<file path="config.mk">
export PLATFORM = sky130hd
export DESIGN_NAME = svp_front_flat
export DESIGN_NICKNAME = d
export VERILOG_FILES = /design/src/rtl/sample_playback_voice_assert.svh /design/src/rtl/svp_pkg.sv /design/src/rtl/svp_if.sv /design/src/rtl/svp_front.sv /design/src/flat_wrapper.sv
export SDC_FILE = /design/constraint.sdc
export NUM_CORES = 1
export LEC_CHECK = 0
export ABC_AREA = 0
export BUFFER_PORTS_ARGS = -buffer_cell sky130_fd_sc_hd__buf_2
export CAP_MARGIN = 20
export CORE_ASPECT_RATIO = 1.25
export CORE_MARGIN = 8
export CORE_UTILIZATION = 40
export CTS_CLUSTER_DIAMETER = 60
export DETAILED_ROUTE_END_ITERATION = 10
export GPL_ROUTABILITY_DRIVEN = 0
export HOLD_SLACK_MARGIN = 0.06
export SYNTH_ARGS = -nofsm -noshare
export SYNTH_HDL_FRONTEND = slang
export SYNTH_SLANG_ARGS = --single-unit
</file>
<file path="constraint.sdc">
create_clock -name clk -period 3.9 [get_ports clk]
set_clock_uncertainty 0.15 [all_clocks]
set_input_delay 0.585 -clock clk [delete_from_list [all_inputs] [get_ports clk]]
set_output_delay 0.585 -clock clk [all_outputs]
set_load 0.01 [all_outputs]
</file>
<file path="src/rtl/sample_playback_voice_assert.svh">
`ifndef SAMPLE_PLAYBACK_VOICE_ASSERT_SVH
`define SAMPLE_PLAYBACK_VOICE_ASSERT_SVH

// same-cycle implication, checked on every rising edge out of reset
`define SVP_ASSERT_IMP(lbl, ante, cons, msg) \
  lbl: assert property (@(posedge clk) disable iff (!rst_n) (ante) |-> (cons)) \
    else $error(msg);

// next-cycle implication
`define SVP_ASSERT_NXT(lbl, ante, cons, msg) \
  lbl: assert property (@(posedge clk) disable iff (!rst_n) (ante) |=> (cons)) \
    else $error(msg);

`endif

</file>
<file path="src/rtl/svp_pkg.sv">
package svp_pkg;

  localparam int STORE_DEPTH   = 65536;
  localparam int ADDR_W        = $clog2(STORE_DEPTH);
  localparam int SAMPLE_BITS   = 16;
  localparam int FRACTION_BITS = 12;
  localparam int VOL_SHIFT     = 12;
  localparam int COUNT_W       = 17;
  localparam int STEP_W        = 21;
  localparam int VOL_W         = 16;
  localparam int FADE_W        = 17;
  localparam int LOOP_W        = 17;
  localparam int CFG_W         = 21;
  localparam int REG_IDX_W     = 3;
  localparam int POS_W         = ADDR_W + FRACTION_BITS;
  localparam int QUEUE_DEPTH   = 2;
  localparam int LEVEL_W       = $clog2(QUEUE_DEPTH + 1);

  localparam logic [REG_IDX_W-1:0] REG_SAMPLE_COUNT = 3'd0;
  localparam logic [REG_IDX_W-1:0] REG_STEP         = 3'd1;
  localparam logic [REG_IDX_W-1:0] REG_LEFT_VOLUME  = 3'd2;
  localparam logic [REG_IDX_W-1:0] REG_RIGHT_VOLUME = 3'd3;
  localparam logic [REG_IDX_W-1:0] REG_FADE_IN      = 3'd4;
  localparam logic [REG_IDX_W-1:0] REG_FADE_OUT     = 3'd5;
  localparam logic [REG_IDX_W-1:0] REG_LOOP_COUNT   = 3'd6;
  localparam logic [REG_IDX_W-1:0] REG_STEREO_MODE  = 3'd7;

  localparam logic [1:0] KIND_WRITE = 2'd0;
  localparam logic [1:0] KIND_START = 2'd1;
  localparam logic [1:0] KIND_STOP  = 2'd2;
  localparam logic [1:0] KIND_PULL  = 2'd3;

  typedef enum logic [1:0] {
    OP_WRITE,
    OP_START,
    OP_STOP,
    OP_PULL
  } op_t;

  typedef struct packed {
    op_t                           op;
    logic [ADDR_W-1:0]             addr;
    logic signed [SAMPLE_BITS-1:0] left;
    logic signed [SAMPLE_BITS-1:0] right;
  } item_t;

  typedef struct packed {
    logic [COUNT_W-1:0]       count;
    logic signed [STEP_W-1:0] step;
    logic [VOL_W-1:0]         lvol;
    logic [VOL_W-1:0]         rvol;
    logic [FADE_W-1:0]        fin;
    logic [FADE_W-1:0]        fout;
    logic signed [LOOP_W-1:0] loops;
    logic                     stereo;
  } cfg_t;

  typedef struct packed {
    logic [LEVEL_W-1:0] level;
  } front_stat_t;

  typedef struct packed {
    logic playing;
    logic busy;
  } back_stat_t;

endpackage

</file>
<file path="src/rtl/svp_if.sv">
interface svp_in_if import svp_pkg::*; ();
  logic                          valid;
  logic                          ready;
  logic [1:0]                    kind;
  logic [ADDR_W-1:0]             sample_address;
  logic signed [SAMPLE_BITS-1:0] left_sample;
  logic signed [SAMPLE_BITS-1:0] right_sample;

  modport source (output valid, kind, sample_address, left_sample, right_sample,
                  input ready);
  modport sink (input valid, kind, sample_address, left_sample, right_sample,
                output ready);
endinterface


</file>
<file path="src/rtl/svp_front.sv">
module svp_front import svp_pkg::*; (
  input  logic        clk,
  input  logic        rst_n,
  svp_in_if.sink      in_ch,
  output item_t       item,
  output logic        item_valid,
  input  logic        item_ready,
  output front_stat_t stat
);

  item_t              q_r [QUEUE_DEPTH];
  logic               wr_ptr_r, wr_ptr_nxt;
  logic               rd_ptr_r, rd_ptr_nxt;
  logic [LEVEL_W-1:0] level_r, level_nxt;
  item_t              cls;
  logic               push, pop;

  always_comb begin
    cls.addr  = in_ch.sample_address;
    cls.left  = in_ch.left_sample;
    cls.right = in_ch.right_sample;
    unique case (in_ch.kind)
      KIND_WRITE: cls.op = OP_WRITE;
      KIND_START: cls.op = OP_START;
      KIND_STOP:  cls.op = OP_STOP;
      default:    cls.op = OP_PULL;
    endcase
  end

  assign in_ch.ready = (level_r != LEVEL_W'(QUEUE_DEPTH));
  assign push        = in_ch.valid && in_ch.ready;
  assign item_valid  = (level_r != '0);
  assign pop         = item_valid && item_ready;
  assign item        = q_r[rd_ptr_r];
  assign stat.level  = level_r;

  always_comb begin
    wr_ptr_nxt = push ? ~wr_ptr_r : wr_ptr_r;
    rd_ptr_nxt = pop ? ~rd_ptr_r : rd_ptr_r;
    level_nxt  = level_r + LEVEL_W'(push) - LEVEL_W'(pop);
  end

  always_ff @(posedge clk) begin
    if (!rst_n) begin
      wr_ptr_r <= 1'b0;
      rd_ptr_r <= 1'b0;
      level_r  <= '0;
    end else begin
      wr_ptr_r <= wr_ptr_nxt;
      rd_ptr_r <= rd_ptr_nxt;
      level_r  <= level_nxt;
    end
  end

  always_ff @(posedge clk) begin
    if (push) begin
      q_r[wr_ptr_r] <= cls;
    end
  end

endmodule

</file>
<file path="src/flat_wrapper.sv">
// flat-port wrapper written by rule: the top's interface ports become plain ports
module svp_front_flat import svp_pkg::*;
  (clk, rst_n, item, item_valid, item_ready, stat, in_ch_valid, in_ch_kind, in_ch_sample_address, in_ch_left_sample, in_ch_right_sample, in_ch_ready);
  svp_in_if in_ch_i ();
  input  logic clk;
  input  logic rst_n;
  output item_t item;
  output logic item_valid;
  input  logic item_ready;
  output front_stat_t stat;
  input wire logic [$bits(in_ch_i.valid)-1:0] in_ch_valid;
  input wire logic [$bits(in_ch_i.kind)-1:0] in_ch_kind;
  input wire logic [$bits(in_ch_i.sample_address)-1:0] in_ch_sample_address;
  input wire logic [$bits(in_ch_i.left_sample)-1:0] in_ch_left_sample;
  input wire logic [$bits(in_ch_i.right_sample)-1:0] in_ch_right_sample;
  output wire logic [$bits(in_ch_i.ready)-1:0] in_ch_ready;
  assign in_ch_i.valid = in_ch_valid;
  assign in_ch_i.kind = in_ch_kind;
  assign in_ch_i.sample_address = in_ch_sample_address;
  assign in_ch_i.left_sample = in_ch_left_sample;
  assign in_ch_i.right_sample = in_ch_right_sample;
  assign in_ch_ready = in_ch_i.ready;
  svp_front u_core (.clk(clk), .rst_n(rst_n), .in_ch(in_ch_i), .item(item), .item_valid(item_valid), .item_ready(item_ready), .stat(stat));
endmodule
</file>
After elaboration in Yosys (flattened, before gate mapping)

Memories as Yosys holds them, arrays and structs flattened. A register that Yosys moved wholly into a read port is not among the register bits.
Cells that the tools add are included.
Widths: inputs -> output; s select.

Add/sub/neg operators: 2
$mul: 0
Div/mod/pow operators: 0
Magnitude comparators: 0
Equality and inequality tests: 3
Shift-type cells: 0
Mux-type cells: 5
Bitwise gates (word level): 2
Reduce and logical (&&, ||, !) cells: 4

Operator list:

| cell               | number |
|---|---|
| $pmux 2 s3         | 1 |
| $mux 1             | 4 |
| $add 2x1->2        | 1 |
| $eq 2x1->1 const B | 1 |
| $eq 2x2->1 const B | 1 |
| $logic_and 1x1->1  | 2 |
| $logic_not 2->1    | 1 |
| $ne 2x2->1 const B | 1 |
| $not 1->1          | 2 |
| $reduce_bool 2->1  | 1 |
| $sub 2x1->2        | 1 |

Flip-flop bits (word level): 4
Bits in latches: 0
Bits in writable memories: 100
Bits in read-only memories: 0
Input bits: 54
Output and inout port bits: 54
Logic and storage cells: 20
Memories kept: 1

Memories:

| memory     | depth | bits a word | read ports | clocked after Yosys merged registers in | wr ports | line            | source |
|---|---|---|---|---|---|---|---|
| u_core.q_r | 2     | 50          | 1          | 1                                       | 1        | svp_front.sv:11 | `item_t q_r [QUEUE_DEPTH];` |

Depth between registers and ports, before layout

Gate-level depths: netlist of run 1.

Depth after elaboration: 4
Depth in mapped cells: 7
Gate-level depth less buffers: 7

Least setup slack after synthesis of run 1

Ideal clock, no wire load.

Kind: flip-flop to flip-flop
Start: register u_core.level_r[0], in the netlist u_core.stat[0]
End: memory u_core.q_r[0][0] in the netlist's numbering, enable pin
Setup time: 0.464 ns
Arrival time: 3.003 ns
Required time: 3.286 ns
Setup slack: 0.283 ns
Stages on the path, launching flop included: 4
Buffers on the path: 0
Period minus slack after synthesis: 3.617 ns
Path through: dfxtp_1 nand2b_2 and2_4 nor2b_1

Cells in the longest elaborated chain, start to end: 4

RTL lines:

| element                      | line               | source |
|---|---|---|
| start, declared              | svp_front.sv:14    | `logic [LEVEL_W-1:0] level_r, level_nxt;` |
| start signal, assigned       | svp_front.sv:51    | `level_r <= level_nxt;` |
| $ne 2x2->1                   | svp_front.sv:30    | `assign in_ch.ready = (level_r != LEVEL_W'(QUEUE_DEPTH));` |
| named net in_ch_ready        | flat_wrapper.sv:16 | `output wire logic [$bits(in_ch_i.ready)-1:0] in_ch_ready;` |
| $logic_and 1x1->1            | svp_front.sv:31    | `assign push = in_ch.valid && in_ch.ready;` |
| named net u_core.push        | svp_front.sv:16    | `logic push, pop;` |
| $mux 1                       | svp_front.sv:56    | `if (push) begin` |
| $mux 1 (not written as such) | svp_front.sv:57    | `q_r[wr_ptr_r] <= cls;` |
| end, declared                | svp_front.sv:11    |  |

The timed path passes the listed nets, and every way through them passes these cells.

==> impl_metrics.ini, run 1 <==
[drt]
drtIter0Drc = 61
first_pass_iters = 3
routed_wl_mm = 7.13
ant_nets = 0
drc = 0
post_drt_wl_per_cell_microns = 16.5
vias_per_cell = 4.69
vias = 2020

[synthesis]
synth.most_common_cell = edfxtp_1
synth_top_area_share_pct = 72.9
synth_nets = 241
synth-seq-area-share_pct = 75.4
ys.flop_type = edfxtp_1
async_flop_share_pct = 0
yosys.area.top_type = edfxtp_1
ys_warn_count = 0
syn-instance-count = 185
synth.area.top_cells = edfxtp_1 73%, mux2_4 18%, buf_12 2.4%
avgSynthCellArea_sq_um = 22.3
synth_edf_count = 100
synth_common_cells = 100 x edfxtp_1, 50 x mux2_4, 5 x buf_12, 5 x dfxtp_1
syn_area_sq_um = 4120
synth-seq-cells = 105
synth_cell_types = 22

[sta]
tns_ns = 0
post-route-min-period_ns = 2.59
fin_crit_sh_pct = 66.5
setup_viol = 0
rsz0062_at_grt = false
slew_headroom_pct = 34.3
hold_violations = 0
tightestPinTransition_ns = 0.986
slew_violations = 0
fmax_mhz = 386

[hold_path]
hold_start = in_ch_sample_address[14]
hold_path.class = primary input to flip-flop
worstHoldEndpoint = u_core.q_r[1][46]$_DFFE_PP_
holdPathStages = 1

[floorplan]
num_rows = 41
die_w_microns = 107
ioPinCount = 108
die-area_sq_um = 13800
core_sq_um = 10100
start_util_pct = 40.9
fp.dieH_microns = 129

[grt]
grt-ovfl-total = 0
grt_pass1_vias = 2062
grt_pass1_wl_mm = 10.3
track_usage_pct = 10.1
grt_start_max_net_pins = 51
antenna_found_initial = 1

[critical_path]
crit_type = flip-flop to output pin
cpPeakStageDelay_ns = 0.98
r2r_setup_slack_ns = 1.70
start_kind = flip-flop
critPathSlowestCell = dfxtp_4
cp-end-kind = output pin
path_cells = mux2_4, buf_2
cp.arrival_ns = 1.86
crit_required_ns = 3.16
r2r_start = u_core.stat[0]$_SDFF_PN0_
r2r_end = u_core.q_r[1][35]$_DFFE_PP_
ff2ff_path_depth = 3
cp_max_fo = 50

[final_layout]
multi_input_area_sq_um = 892
n_fill_cell = 897
ff_latch_area_sq_um = 3110
syn2layout_area_growth_pct = 22.0
diodes = 0
post-route-util_pct = 49.9
layout-drive-gt1-share_pct = 59.3
fin_nets = 353
fin_cells = 431

[pwr]
cellPowerDensity_nw_per_um2 = 651
ir_drop_uv = 409
power.leakage_nw = 2.00

[clocking]
numCtsBuffers = 9
cts_buffer_depth = 2
htree_levels = 3
hold_buffers = 0
worstSkewPairLatency_ns = 0.33
root_buffer = clkbuf_16
clk_pin_slew_ns = 0.06
tritoncts = yes
cts.sinks = 105
post_cts_resized = 0
post_cts_buffers = 0

[place]
dp_cells = 415
dp_hpwl_mm = 4.88
numPortBuffers = 107

[flow_run]
maxCapViolations = 0

[status]
outcome = complete, no violations
[cells in the final DEF, fill, tap and decap left out]
cell type | netlist | final
and2_1 | 2 | 2
and2_4 | 1 | 1
and3_2 | 0 | 1
buf_12 | 5 | 1
buf_2 | 0 | 107
buf_4 | 0 | 1
bufinv_16 | 0 | 1
clkbuf_16 | 0 | 9
clkinv_1 | 0 | 2
clkinv_2 | 0 | 3
clkinv_4 | 0 | 1
dfxtp_1 | 5 | 4
dfxtp_4 | 0 | 1
edfxtp_1 | 100 | 100
ha_1 | 2 | 2
inv_1 | 3 | 3
mux2_4 | 50 | 50
nand2_1 | 1 | 1
nand2b_2 | 1 | 1
nand4b_1 | 1 | 1
nor2_1 | 3 | 3
nor2b_4 | 0 | 1
nor3_1 | 1 | 1
o21a_1 | 1 | 1
o21ai_1 | 1 | 1
or2_2 | 1 | 1
xnor2_1 | 1 | 1
xor2_1 | 1 | 1
[layer usage]
metal  track usage [%]  share of wire (%)  vias to the layer above
li1                  -                  -                      937
met1              9.70                 36                     1006
met2              18.1                 55                       60
met3              2.98                6.2                       15
met4              7.39                2.9                        2
met5                 0               0.15                        -
[area by class of cell]
class	instances	area share (%)
Sequential cell	105	61.9
Multi-Input combinational cell	69	17.8
Timing Repair Buffer	109	11.2
Clock buffer	9	4.49
Tap cell	129	3.21
Clock inverter	7	1.22
Inverter	3	0.224
[where the power goes]
part	total, W	leakage, nW	internal, W	switching [W]
Sequential	0.00158	0.975	0.00143	0.000147
Clock	0.000852	0.144	0.000490	0.000361
Combinational	0.000841	0.876	0.000488	0.000353
[worst max path at each step]
| stage | from | endpoint | cells past startpoint | slack (ns) |
|---|---|---|---|---|
| CTS | flip-flop | item[17] | 2 | 1.27 |
| detailed placement | in_ch_valid | u_core.q_r[1][32]$_DFFE_PP_ | 3 | 1.50 |
| floorplan | u_core.stat[0]$_SDFF_PN0_ | u_core.q_r[0][0]$_DFFE_PP_ | 3 | 0.28 |
| global placement | in_ch_valid | u_core.q_r[1][32]$_DFFE_PP_ | 3 | 1.52 |
| global route | flip-flop | item[34] | 2 | 1.22 |
| finish | flip-flop | item[14] | 2 | 1.31 |
[stage by stage]
step	power (W)	hold WS (ns)	cell area (sq um)	setup slack (ns)
floorplan	0.00221	0.295	4120	0.283
global placement	0.00245	0.340	4730	1.52
detailed placement	0.00247	0.355	4730	1.50
CTS	0.00332	0.274	5020	1.27
global route	0.00342	0.276	5020	1.22
finish	0.00327	0.289	5020	1.31
[sequential cells by signal, indices dropped and copies added, names as in the netlist, named ones only]
| name | flops |
|---|---|
| u_core.rd_ptr_r | 1 |
| u_core.stat | 2 |
| u_core.wr_ptr_r | 1 |
| u_core.q_r | 100 |
[kinds of logic (layout without fill, tap and decap cells)]
logic type                 after synthesis  after routing  synth area share, %
DFF                                    105            105                 75.4
muxes                                   50             50                 18.2
and+or+nand+nor                         13             13                 1.88
buffers and inverters                   11            128                 3.16
adders and majority gates                2              2                0.608
AOI/OAI and AO/OA                        2              2                0.304
xor gates and xnor gates                 2              2                0.426
[critical path, delay by kind of cell (launching register included)]
kind	cells	cell delay [ns]
DFF	1	0.98
muxes	1	0.36
buffers and inverters	1	0.14
No activity file was read; power rests on OpenSTA's default activity.
==> run 2: changes to the inputs <==
PLACE_DENSITY = 0.66   (was unset)
clock period = 2.3 ns   (was 3.9 ns; I/O delays follow)
==> run 2 against run 1 <==
Effect of this change: utilization up 5.1 points; count of clock-buffer cells in the layout up 2; sequential share of layout area down 5.7 points; worst hold slack got worse by 0.15 ns; design area grew 10%; clock power up 54%; register-to-register slack got worse by 1.1 ns; power increased by 69%; global-route usage grew 1.3 points; worst setup slack got worse by 1.1 ns; flip-flop and latch count did not move; non-clock buffer count is 54 higher; critical endpoint is now item[15]; highest routed layer is now met4.
==> impl_metrics.ini, run 2 (synthesis results as in run 1) <==
[status]
outcome = complete, no violations

[clocking]
tritoncts = yes
cts_buffer_depth = 2
clk_pin_slew_ns = 0.06
cts.sinks = 105
worstSkewPairLatency_ns = 0.33
numCtsBuffers = 9
post_cts_buffers = 0
root_buffer = clkbuf_16
htree_levels = 3

[floorplan]
ioPinCount = 108
die_w_microns = 107
core_sq_um = 10100
num_rows = 41
fp.dieH_microns = 129
die-area_sq_um = 13800
start_util_pct = 40.9

[sta]
fin_crit_sh_pct = 90.5
slew_violations = 0
tightestPinTransition_ns = 0.398
tns_ns = 0
hold_violations = 0
slew_headroom_pct = 73.5
fmax_mhz = 480
rsz0062_at_grt = false
setup_viol = 0
post-route-min-period_ns = 2.08

[pwr]
cellPowerDensity_nw_per_um2 = 999
ir_drop_uv = 734
power.leakage_nw = 2.21

[grt]
grt_start_max_net_pins = 29
antenna_found_initial = 0
track_usage_pct = 11.4
grt-ovfl-total = 0
grt_pass1_vias = 2471
grt_pass1_wl_mm = 12.1

[critical_path]
path_cells = buf_12, mux2_4, buf_2
crit_type = flip-flop to output pin
cp-end-kind = output pin
critPathSlowestCell = dfxtp_4
cpPeakStageDelay_ns = 0.54
r2r_start = u_core.stat[1]$_SDFF_PN0_
r2r_end = u_core.stat[1]$_SDFF_PN0_
cp_max_fo = 21
r2r_setup_slack_ns = 0.57
ff2ff_path_depth = 7
crit_required_ns = 1.80
cp.arrival_ns = 1.59
start_kind = flip-flop

[drt]
routed_wl_mm = 7.83
vias_per_cell = 4.48
post_drt_wl_per_cell_microns = 16.1
first_pass_iters = 4
vias = 2175
drc = 0
ant_nets = 0
drtIter0Drc = 75

[final_layout]
final_cell_mix = 107 x buf_2, 100 x edfxtp_1, 50 x mux2_4, 50 x dlygate4sd3_1, 9 x clkbuf_16
largest_register_ffs = 100
largest_register = u_core.q_r
diodes = 0
postLayoutCellArea_sq_um = 5530
layout_commonest_cell = buf_2
fin_nets = 407
layout-drive-gt1-share_pct = 50.8
syn2layout_area_growth_pct = 34.4
n_fill_cell = 844
fin_cells = 485

[place]
dp_cells = 419
dp_hpwl_mm = 5.35
placed_area_sq_um = 4780
numPortBuffers = 107

[hold_path]
holdPathStages = 2
worstHoldEndpoint = u_core.stat[0]$_SDFF_PN0_
hold_path.class = primary input to flip-flop
hold_start = rst_n

[flow_run]
maxCapViolations = 0
[run 2: cell types whose count changed in the layout (fill, tap and decap cells not counted)]
cell	previous run	this run
clkbuf_1	0	2
buf_4	1	4
buf_12	1	2
dlygate4sd3_1	0	50
clkinv_4	1	0
bufinv_16	1	0
[run 2: metrics by stage]
stage                     total power [W]  hold slack, ns  worst slack [ns]  utilization, %
after detailed placement          0.00423           0.361             0.543            47.5
final                             0.00553           0.135             0.219            55.0
after floorplan                   0.00375           0.294             0.203               -
after global placement            0.00418           0.342             0.553            47.5
after CTS                         0.00562           0.129             0.176            55.0
after global routing              0.00581           0.146             0.150            55.0
[run 2: worst max path at each step]
stage | end | start
6_report | item[15] | flip-flop
5_1_grt | item[23] | flip-flop
4_1_cts | item[23] | flip-flop
3_5_place_dp | item[23] | flip-flop
3_3_place_gp | item[23] | flip-flop
2_1_floorplan | u_core.q_r[0][0]$_DFFE_PP_ | u_core.stat[0]$_SDFF_PN0_
[run 2: final cells by class]
| type | instances | area, sq um | share of cell area, % |
|---|---|---|---|
| flip-flops and latches | 105 | 3110 | 56.2 |
| repair buffers | 163 | 1110 | 20.0 |
| multi-input cells | 69 | 892 | 16.1 |
| clock buffers | 11 | 233 | 4.21 |
| well taps | 129 | 161 | 2.92 |
| clock inverters | 5 | 22.5 | 0.407 |
| inverters | 3 | 11.3 | 0.204 |
[run 2: metal layers]
metal / track usage [%] / up-vias / share of wire (%)
met5: 0 / - / 0
met4: 5.48 / 0 / 1.6
met2: 21.2 / 56 / 56
li1: - / 1047 / -
met3: 3.48 / 9 / 5.3
met1: 11.3 / 1063 / 37
[run 2: worst max-delay path: cells and delay by family, from the launching register on]
kind / cells / cell delay (ns)
muxes: 1 / 0.32
DFF: 1 / 0.54
buffers and inverters: 2 / 0.38
[run 2: report_power, final]
part	total (W)	internal [W]	switching, W
Sequential	0.00256	0.00243	0.000138
Combinational	0.00165	0.000909	0.000737
Clock	0.00131	0.000721	0.000594
Total	0.00553	0.00406	0.00147
[run 2: timing repair]
| item | 4_1_cts | 5_1_grt |
|---|---|---|
| endpoints found under the hold margin | 100 | 0 |
| resized for setup | 0 | 0 |
| hold buffers | 50 | 0 |
